==> config.mk <==
export PLATFORM = sky130hd
export DESIGN_NAME = weighted_category_histogram_top
export DESIGN_NICKNAME = d
export VERILOG_FILES = /design/src/hw/rtl/wch_pkg.sv /design/src/hw/rtl/weighted_category_histogram_top.sv
export SDC_FILE = /design/constraint.sdc
export NUM_CORES = 2
export LEC_CHECK = 0
export BUFFER_PORTS_ARGS = -buffer_cell sky130_fd_sc_hd__buf_4
export CORE_UTILIZATION = 56
export CTS_BUF_LIST = sky130_fd_sc_hd__clkbuf_4
export CTS_CLUSTER_SIZE = 20
export DETAILED_ROUTE_END_ITERATION = 12
export PLACE_DENSITY = 0.8
export SLEW_MARGIN = 20
export SYNTH_ARGS = -nofsm -noshare
export SYNTH_HDL_FRONTEND = slang
export SYNTH_SLANG_ARGS = --single-unit
==> constraint.sdc <==
create_clock -name i_clk -period 18.3 [get_ports i_clk]
set_input_delay 0.915 -clock i_clk [delete_from_list [all_inputs] [get_ports i_clk]]
set_output_delay 0.915 -clock i_clk [all_outputs]
set_load 0.02 [all_outputs]
==> src/hw/rtl/wch_pkg.sv <==
// Shared types, constants and arithmetic helpers for the weighted category histogram.
// Used by weighted_category_histogram_top; no dependencies.

package wch_pkg;

    localparam int SLOTS   = 16;
    localparam int SLOT_W  = (SLOTS > 1) ? $clog2(SLOTS) : 1;

    localparam int CMD_W   = 2;
    localparam int SLOTF_W = 4;
    localparam int KEY_W   = 32;
    localparam int WGT_W   = 32;
    localparam int ACC_W   = 48;
    localparam int FRAC_W  = 18;
    localparam int SIU_W   = 5;

    // Quotient bits of the Q1.16 fraction, one per divider step
    localparam int QBITS   = 16;
    localparam int STEP_W  = $clog2(QBITS);

    localparam int IN_FIELDS_W  = SLOTF_W + KEY_W + WGT_W;
    localparam int IN_DATA_W    = ((IN_FIELDS_W + 7) / 8) * 8;
    localparam int OUT_FIELDS_W = 3 * ACC_W + FRAC_W;
    localparam int OUT_DATA_W   = ((OUT_FIELDS_W + 7) / 8) * 8;
    localparam int OUT_PAD_W    = OUT_DATA_W - OUT_FIELDS_W;

    localparam logic [ACC_W-1:0] ACC_MAX  = {1'b0, {(ACC_W-1){1'b1}}};
    localparam logic [ACC_W-1:0] ACC_MIN  = {1'b1, {(ACC_W-1){1'b0}}};
    localparam logic [QBITS:0]   FRAC_ONE = {1'b1, {QBITS{1'b0}}};

    typedef enum logic [CMD_W-1:0] {
        CMD_DEFINE = 2'd0,
        CMD_FILL   = 2'd1,
        CMD_QUERY  = 2'd2,
        CMD_RSVD   = 2'd3
    } t_cmd;

    typedef enum logic [2:0] {
        S_IDLE,
        S_LOOK,
        S_MOD,
        S_PREP,
        S_DIV,
        S_PUSH
    } t_state;

    // Signed accumulate of a sign-extended weight, clamped to the accumulator range
    function automatic logic [ACC_W-1:0] sat_add(input logic [ACC_W-1:0] acc,
                                                 input logic [WGT_W-1:0] w);
        logic [ACC_W:0] s;
        s = {acc[ACC_W-1], acc} + {{(ACC_W+1-WGT_W){w[WGT_W-1]}}, w};
        if (s[ACC_W] != s[ACC_W-1]) begin
            return s[ACC_W] ? ACC_MIN : ACC_MAX;
        end
        return s[ACC_W-1:0];
    endfunction

    // Magnitude of a two's complement value; the most negative value maps to 2^(ACC_W-1)
    function automatic logic [ACC_W-1:0] mag(input logic [ACC_W-1:0] v);
        return v[ACC_W-1] ? (~v + {{(ACC_W-1){1'b0}}, 1'b1}) : v;
    endfunction

endpackage

==> src/hw/rtl/weighted_category_histogram_top.sv <==
// Each item passes S_LOOK, S_MOD and S_PREP, then goes straight to S_PUSH when no division is needed
// (define, unmatched key, zero count or total, saturated fraction), else through S_DIV first.
// Flow: one item at a time, taken once the result sits in the output register; a new item
// is not taken before the last result is pushed, and S_PUSH holds while the output register is full.
// The restoring divider (one quotient bit per cycle) sets the long case.
// Reset: synchronous active low; clears counts (slot valid bits), sums and slots_in_use.

module weighted_category_histogram_top (
    input  logic                            i_clk,
    input  logic                            i_rst_n,
    // configuration: slots_in_use
    input  logic                            i_cfg_valid,
    output logic                            o_cfg_ready,
    input  logic [wch_pkg::SIU_W-1:0]       i_cfg_data,
    // input stream
    input  logic                            s_axis_tvalid,
    output logic                            s_axis_tready,
    input  logic [wch_pkg::IN_DATA_W-1:0]   s_axis_tdata,  // slot, key, weight, zero pad
    input  logic [wch_pkg::CMD_W-1:0]       s_axis_tuser,  // cmd
    // result stream
    output logic                            m_axis_tvalid,
    input  logic                            m_axis_tready,
    output logic [wch_pkg::OUT_DATA_W-1:0]  m_axis_tdata,  // slot_count, overflow_sum,
                                                           // total_sum, fraction, zero pad
    output logic [1:0]                      m_axis_tuser   // found, empty_res
);
    import wch_pkg::*;

    // control and state
    t_state                 r_state, n_state;
    logic [SIU_W-1:0]       r_siu, n_siu;
    logic [KEY_W-1:0]       r_keys [SLOTS];
    logic [KEY_W-1:0]       n_keys [SLOTS];
    logic [SLOTS-1:0]       r_valid, n_valid;
    logic [ACC_W-1:0]       r_ovf, n_ovf;
    logic [ACC_W-1:0]       r_total, n_total;

    // count memory
    logic [ACC_W-1:0]       r_mem [SLOTS];
    logic [ACC_W-1:0]       r_rdata;
    logic                   w_mem_we;

    // item in flight
    t_cmd                   r_cmd, n_cmd;
    logic [KEY_W-1:0]       r_key, n_key;
    logic [WGT_W-1:0]       r_weight, n_weight;
    logic                   r_hit, n_hit;
    logic [SLOT_W-1:0]      r_idx, n_idx;
    logic [ACC_W-1:0]       r_cnt, n_cnt;

    // divider
    logic                   r_neg, n_neg;
    logic [ACC_W-1:0]       r_rem, n_rem;
    logic [ACC_W-1:0]       r_den, n_den;
    logic [QBITS:0]         r_quo, n_quo;
    logic [STEP_W-1:0]      r_step, n_step;

    // output register
    logic                   r_out_valid, n_out_valid;
    logic                   r_o_found, n_o_found;
    logic                   r_o_empty, n_o_empty;
    logic [ACC_W-1:0]       r_o_cnt, n_o_cnt;
    logic [ACC_W-1:0]       r_o_ovf, n_o_ovf;
    logic [ACC_W-1:0]       r_o_total, n_o_total;
    logic [FRAC_W-1:0]      r_o_frac, n_o_frac;

    // key match over slots in use
    logic [SLOTS-1:0]       w_match;
    logic [SLOT_W-1:0]      w_first;

    // read-modify-write values
    logic [ACC_W-1:0]       w_cnt_rd;
    logic [ACC_W-1:0]       w_cnt_new;
    logic                   w_fill;

    // divider datapath
    logic [ACC_W-1:0]       w_a, w_b;
    logic [ACC_W:0]         w_shift;
    logic                   w_ge;
    logic [FRAC_W-1:0]      w_quo_ext;

    logic                   w_in_xfer;
    logic                   w_out_free;

    assign o_cfg_ready   = 1'b1;
    assign s_axis_tready = (r_state == S_IDLE);
    assign w_in_xfer     = s_axis_tvalid && s_axis_tready;
    assign w_out_free    = !r_out_valid || m_axis_tready;

    always_comb begin
        w_first = '0;
        for (int i = 0; i < SLOTS; i++) begin
            // a slots_in_use above SLOTS leaves every slot active
            w_match[i] = (r_keys[i] == r_key) && (i < int'(r_siu));
        end
        for (int i = SLOTS - 1; i >= 0; i--) begin
            if (w_match[i]) begin
                w_first = SLOT_W'(i);
            end
        end
    end

    // a slot not valid since reset or its last define reads as zero
    assign w_cnt_rd  = r_valid[r_idx] ? r_rdata : '0;
    assign w_cnt_new = sat_add(w_cnt_rd, r_weight);
    assign w_fill    = (r_cmd == CMD_FILL) && (r_weight != '0);
    assign w_mem_we  = (r_state == S_MOD) && w_fill && r_hit;

    assign w_a       = mag(r_cnt);
    assign w_b       = mag(r_total);
    assign w_shift   = {r_rem, 1'b0};
    assign w_ge      = w_shift >= {1'b0, r_den};
    assign w_quo_ext = {{(FRAC_W-QBITS-1){1'b0}}, r_quo};

    always_comb begin
        n_state     = r_state;
        n_siu       = r_siu;
        n_keys      = r_keys;
        n_valid     = r_valid;
        n_ovf       = r_ovf;
        n_total     = r_total;
        n_cmd       = r_cmd;
        n_key       = r_key;
        n_weight    = r_weight;
        n_hit       = r_hit;
        n_idx       = r_idx;
        n_cnt       = r_cnt;
        n_neg       = r_neg;
        n_rem       = r_rem;
        n_den       = r_den;
        n_quo       = r_quo;
        n_step      = r_step;
        n_out_valid = r_out_valid && !m_axis_tready;
        n_o_found   = r_o_found;
        n_o_empty   = r_o_empty;
        n_o_cnt     = r_o_cnt;
        n_o_ovf     = r_o_ovf;
        n_o_total   = r_o_total;
        n_o_frac    = r_o_frac;

        if (i_cfg_valid) begin
            n_siu = i_cfg_data;
        end

        unique case (r_state)
            S_IDLE: begin
                if (w_in_xfer) begin
                    n_cmd    = t_cmd'(s_axis_tuser);
                    n_key    = s_axis_tdata[SLOTF_W +: KEY_W];
                    n_weight = s_axis_tdata[SLOTF_W + KEY_W +: WGT_W];
                    // define: write the key now, drop the count by clearing valid
                    if (t_cmd'(s_axis_tuser) == CMD_DEFINE) begin
                        for (int i = 0; i < SLOTS; i++) begin
                            if (int'(s_axis_tdata[SLOTF_W-1:0]) == i) begin
                                n_keys[i]  = s_axis_tdata[SLOTF_W +: KEY_W];
                                n_valid[i] = 1'b0;
                            end
                        end
                    end
                    n_state = S_LOOK;
                end
            end
            S_LOOK: begin
                n_hit   = |w_match;
                n_idx   = w_first;
                n_state = S_MOD;
            end
            S_MOD: begin
                if (w_fill) begin
                    n_total = sat_add(r_total, r_weight);
                    if (r_hit) begin
                        n_valid[r_idx] = 1'b1;
                    end else begin
                        n_ovf = sat_add(r_ovf, r_weight);
                    end
                end
                if (!r_hit) begin
                    n_cnt = '0;
                end else if (w_fill) begin
                    n_cnt = w_cnt_new;
                end else begin
                    n_cnt = w_cnt_rd;
                end
                n_state = S_PREP;
            end
            S_PREP: begin
                n_neg = r_cnt[ACC_W-1] ^ r_total[ACC_W-1];
                priority if (w_a == '0 || w_b == '0) begin
                    n_quo   = '0;
                    n_state = S_PUSH;
                end else if (w_a >= w_b) begin
                    n_quo   = FRAC_ONE;
                    n_state = S_PUSH;
                end else begin
                    n_rem   = w_a;
                    n_den   = w_b;
                    n_quo   = '0;
                    n_step  = '0;
                    n_state = S_DIV;
                end
            end
            S_DIV: begin
                // restoring step: one quotient bit per cycle
                n_rem  = w_ge ? (w_shift[ACC_W-1:0] - r_den) : w_shift[ACC_W-1:0];
                n_quo  = {r_quo[QBITS-1:0], w_ge};
                n_step = r_step + 1'b1;
                if (r_step == STEP_W'(QBITS - 1)) begin
                    n_state = S_PUSH;
                end
            end
            S_PUSH: begin
                // hold until the output register is free or drains this cycle
                if (w_out_free) begin
                    n_out_valid = 1'b1;
                    n_o_found   = r_hit;
                    n_o_empty   = (r_total == '0);
                    n_o_cnt     = r_cnt;
                    n_o_ovf     = r_ovf;
                    n_o_total   = r_total;
                    n_o_frac    = r_neg ? (~w_quo_ext + {{(FRAC_W-1){1'b0}}, 1'b1})
                                        : w_quo_ext;
                    n_state     = S_IDLE;
                end
            end
            default: n_state = S_IDLE;
        endcase
    end

    always_ff @(posedge i_clk) begin
        if (!i_rst_n) begin
            r_state     <= S_IDLE;
            r_siu       <= '0;
            r_valid     <= '0;
            r_ovf       <= '0;
            r_total     <= '0;
            r_out_valid <= 1'b0;
        end else begin
            r_state     <= n_state;
            r_siu       <= n_siu;
            r_valid     <= n_valid;
            r_ovf       <= n_ovf;
            r_total     <= n_total;
            r_out_valid <= n_out_valid;
        end
    end

    always_ff @(posedge i_clk) begin
        r_keys    <= n_keys;
        r_cmd     <= n_cmd;
        r_key     <= n_key;
        r_weight  <= n_weight;
        r_hit     <= n_hit;
        r_idx     <= n_idx;
        r_cnt     <= n_cnt;
        r_neg     <= n_neg;
        r_rem     <= n_rem;
        r_den     <= n_den;
        r_quo     <= n_quo;
        r_step    <= n_step;
        r_o_found <= n_o_found;
        r_o_empty <= n_o_empty;
        r_o_cnt   <= n_o_cnt;
        r_o_ovf   <= n_o_ovf;
        r_o_total <= n_o_total;
        r_o_frac  <= n_o_frac;
    end

    // count memory: read issued in S_LOOK, data used in S_MOD, write-back in S_MOD
    always_ff @(posedge i_clk) begin
        if (w_mem_we) begin
            r_mem[r_idx] <= w_cnt_new;
        end
        r_rdata <= r_mem[n_idx];
    end

    assign m_axis_tvalid = r_out_valid;
    assign m_axis_tdata  = {{OUT_PAD_W{1'b0}}, r_o_frac, r_o_total, r_o_ovf, r_o_cnt};
    assign m_axis_tuser  = {r_o_empty, r_o_found};

    a_rmw_sequence: assert property (@(posedge i_clk) disable iff (!i_rst_n)
        w_in_xfer |=> (r_state == S_LOOK) ##1 (r_state == S_MOD))
        else $error("item did not pass lookup and read-modify-write in order");

    a_div_rem_bound: assert property (@(posedge i_clk) disable iff (!i_rst_n)
        (r_state == S_DIV) |-> (r_rem < r_den))
        else $error("divider remainder not below divisor");

    a_quo_bound: assert property (@(posedge i_clk) disable iff (!i_rst_n)
        (r_state == S_PUSH) |-> (r_quo <= FRAC_ONE))
        else $error("fraction magnitude above one");

    a_empty_frac: assert property (@(posedge i_clk) disable iff (!i_rst_n)
        (r_out_valid && r_o_empty) |-> (r_o_frac == '0))
        else $error("empty total with nonzero fraction");

    a_unfound_count: assert property (@(posedge i_clk) disable iff (!i_rst_n)
        (r_out_valid && !r_o_found) |-> (r_o_cnt == '0 && r_o_frac == '0))
        else $error("unmatched key with nonzero count or fraction");

endmodule
==> PnR_summary.wiki <==
{| class="wikitable"
! Metric !! Value
|-
| Most instantiated library cell after synthesis || sky130_fd_sc_hd__edfxtp_1
|-
| Floorplan die area || 0.167 mm^2
|-
| Width of the chip || between 400 and 500 um
|-
| Warnings from Yosys || 0
|-
| CP Data Required Time || between 15 and 20 ns
|-
| Buffers plus inverters on the worst setup path || 1
|-
| Share of synthesized cell area in full adder, half adder and majority cells || 0.0393
|-
| Height of the die || 408 um
|-
| Placed cell area || about 0.097 mm^2
|-
| Worst R2R Setup Slack || 10.58 ns
|-
| Hold Crit Class || input port to flop
|-
| Initial core utilization || 0.566
|-
| Post-synthesis register bit count || between 1500 and 2000
|-
| Post-CTS setup repair buffer count || 0
|-
| Compound-cell area share of the yosys netlist || 0.107
|-
| Clock latency on the worst-skew pair || about 1.5 ns
|-
| Synth Cell Area || slightly above 0.09 mm^2
|-
| Simple logic cell fraction of the synthesized area || 0.103
|-
| Met1 Use GR || 0.428
|-
| Number of buffers inserted during clock tree synthesis || roughly 450
|-
| Hold violation count in the final report || 0
|-
| Static power due to leakage || roughly 0.037 uW
|-
| Max-slew headroom || 0.180
|-
| Share of the clock period used by the worst path || 0.422
|-
| Shortest period the worst path allows || 7.72 ns
|-
| Synth top area cells || sky130_fd_sc_hd__edfxtp_1 (54%), sky130_fd_sc_hd__xnor2_1 (4.0%), sky130_fd_sc_hd__dfxtp_1 (3.7%)
|-
| Clock transition at the registers of the reported paths || ~0.070 ns
|-
| Critical path fanouts, max || between 50 and 60
|-
| Total track usage || 0.325
|-
| Largest register by flop count || r_mem
|-
| GRT Max-Usage Layer || met2
|-
| DRC violation count after routing || 0
|-
| Area Overhead vs Synth || 11.8%
|-
| Number of global-route vias before repair || 65800
|-
| Site row count || 148
|-
| Max FFs per register || approximately 770
|-
| Clock Root Buffer || sky130_fd_sc_hd__clkbuf_4
|-
| Dominant combinational cell family by area after synthesis || compound AO/OA/AOI/OAI gates
|-
| Setup WS pre-CTS || ~11 ns
|-
| Delay of the slowest cell on the worst path || ~0.8 ns
|-
| Number of failing setup endpoints in the final timing report || 0
|-
| Number of max-cap violations || 0
|-
| Power per standard cell area || about 100 mW/mm^2
|-
| Outcome || finished clean
|-
| Routability Congestion || roughly 0.95
|-
| Initial antenna violation count || 13
|-
| Met2 GRT Util || 0.501
|-
| Synth Area per Inst || 12.2 um^2
|-
| Crit path capture type || flop
|-
| Cell type with the highest aggregate area in the netlist || sky130_fd_sc_hd__edfxtp_1
|-
| Unrepaired setup endpoints after global routing || no
|-
| Clock tree buffer depth || 4
|-
| Met3 global-route usage || 0.0814
|-
| Number of iterations in the first detailed-routing pass || 8
|-
| Top FF cell, synth || sky130_fd_sc_hd__edfxtp_1
|-
| Cell with the largest stage delay on the worst path || sky130_fd_sc_hd__nor4_1
|-
| Number of nets with antenna violations after detailed routing || 0
|-
| Sinks on the clock net || ~1900
|-
| Setup skew after layout || 0.179 ns
|-
| First-pass GRT wire length || slightly above 400 mm
|-
| Global-route congestion overflow total || 0
|-
| Registers with the most flip-flops || r_mem: 768 flops, r_keys: 512 flops
|-
| Post-DP HPWL || between 150 and 200 mm
|-
| IO buf count || between 200 and 250
|-
| Pin count of the biggest net entering global routing || between 200 and 250
|-
| Top cell family by delay on the critical path || simple AND/OR/NAND/NOR gates
|-
| Final WL || approximately 280 mm
|-
| Post-route cell area || about 0.10 mm^2
|-
| Placeable core area || roughly 0.16 mm^2
|-
| I/O pin cnt || between 200 and 300
|-
| Final critical-path setup slack || 10.58 ns
|-
| Worst path cell trace || or4_1 -> nor4_1 -> nand3_1 -> o21ai_0 -> xor2_1 -> ha_1 -> a21o_1 -> a21o_1 -> a21o_1 -> a21oi_1 -> nor2b_1 -> o21ai_0 -> nand2b_1 -> a21oi_1 -> o31ai_1 -> a2111oi_1 -> and2_4 -> or2_2 -> buf_4
|-
| H-Tree Level Count || 5
|-
| Top cells by count, synth || sky130_fd_sc_hd__edfxtp_1 (1677), sky130_fd_sc_hd__nor2_1 (518), sky130_fd_sc_hd__a21oi_1 (425)
|-
| Number of gates resized after cts || 0
|-
| VDD IR-drop max || ~0.079 mV
|-
| Crit path top cell by count || sky130_fd_sc_hd__a21o_1
|-
| Count of distinct cell types in the synthesized netlist || 98
|-
| Cell count after synthesis || about 7600
|-
| Accumulated negative setup slack || 0 ns
|-
| Fin nets || approximately 8400
|-
| Arrival time of data at the critical path endpoint || 8.68 ns
|-
| Max-slew violation total from the final report || 0
|-
| Part of the Yosys area used for sequential elements || 0.582
|-
| Fraction of synthesized cell area taken by the top area cell type || 0.544
|-
| Share of cell area taken by muxes after synthesis || 0.0683
|-
| Transition time at the pin with the least slew margin || 1.22 ns
|-
| Critical path start-end classification || flop to flop
|-
| Critical Path Start Type || flop
|-
| Violation count after the first detailed-route iteration || between 8000 and 9000
|-
| Via count normalized by instance count || about 6.4
|-
| Post-synth EDFFs || ~1700
|-
| Synth Area in XOR/XNOR || 0.0746
|-
| Average routed wire per standard cell || between 20 and 30 um
|-
| Highest clock frequency the design can meet || 129 MHz
|-
| Total via count after detailed routing || between 60000 and 70000
|-
| Layout cell share with drive strength beyond 1 || 0.172
|-
| CTS tree || done
|-
| Proportion of register bits with asynchronous set or reset after synthesis || 0
|}
==> worst reg2reg max path: cells and delay by family (launching register included) <==
family	cells	cell delay, ns
adders and majority gates	1	0.35
buffers and inverters	1	0.61
and+or+nand+nor	7	3.16
AOI/OAI and AO/OA	9	2.05
DFF	1	0.51
xor gates and xnor gates	1	0.53
==> what timing repair did <==
action	4_1_cts	5_1_grt
endpoints found under the setup margin	0	0
endpoints found under the hold margin	619	0
hold buffers	83	0
==> placed cells by master, fill, tap and decap left out, drive strengths merged, types with 17 or more instances in the layout <==
master       instances
clkinv             113
nor3b               17
mux4                96
a21o               162
o31ai               44
nor4               136
dfxtp              173
inv                193
mux2               109
o21a                39
nand4              147
maj3                50
and3                22
o41ai               18
xor2               366
a22oi               40
nand3              146
nor3               190
ha                 244
dlygate4sd3         83
and2                72
a211oi             120
o221a               21
nand2b              45
xnor2              422
o21bai              18
a31oi               77
nand2              393
o21ai              480
mux2i              293
nor2               519
clkbuf             697
or2                 17
nor2b               50
diode               17
a21oi              425
or4                 35
or3                 51
edfxtp            1677
buf                377
==> through the flow <==
step / cells / hold WS, ns / util / total power [uW]
2_1_floorplan: 7559 / 0.424 / - / 6350
3_3_place_gp: 9675 / 0.452 / 0.592 / 7000
3_5_place_dp: 9675 / 0.452 / 0.592 / 7050
4_1_cts: 10600 / 0.0242 / 0.633 / 10500
5_1_grt: 10600 / 0.0889 / 0.633 / 10900
6_report: 10600 / 0.150 / 0.633 / 10600
==> area by class of cell <==
type                       count  area (um^2)
inverter                     190          719
sequential                  1850        53800
antenna                       17         42.5
multi-input combinational   5084        36600
clock inverter               123          642
clock buffer                 697         5230
fill                       12000        59900
timing repair buffer         460         3710
tap                         2175         2720
==> path summary, 6_finish.rpt <==
path                                       start  depth (start not counted)          end
worst max-delay path                 r_total[17]                         19    r_rem[22]
worst min-delay path            s_axis_tdata[39]                          2  r_weight[3]
worst max register to register       r_total[17]                         19    r_rem[22]
worst min register to register         r_ovf[25]                          0  r_o_ovf[25]
==> cell families (layout without fill, tap and decap cells) <==
family / Yosys count / after routing
simple gates: 1904 / 1904
flops: 1850 / 1850
compound gates: 1589 / 1589
xor+xnor: 788 / 788
buf+inv: 625 / 1470
mux: 498 / 498
fa+ha+maj: 298 / 298
other cells: 2 / 24
==> routing by layer <==
layer / share of wire / vias to the layer above
met5: 0.000047 / -
met3: 0.13 / 877
met1: 0.36 / 32600
met4: 0.052 / 2
met2: 0.45 / 4734
li1: - / 29800
==> power breakdown <==
group | internal (uW) | total, uW | switching [uW] | leakage (uW)
sequential | 4860 | 5050 | 190 | 0.0166
clock | 1800 | 3490 | 1690 | 0.00354
combinational | 647 | 2010 | 1370 | 0.0174
total | 7310 | 10600 | 3250 | 0.0375
Note: power is estimated with default switching activity, not from simulation.
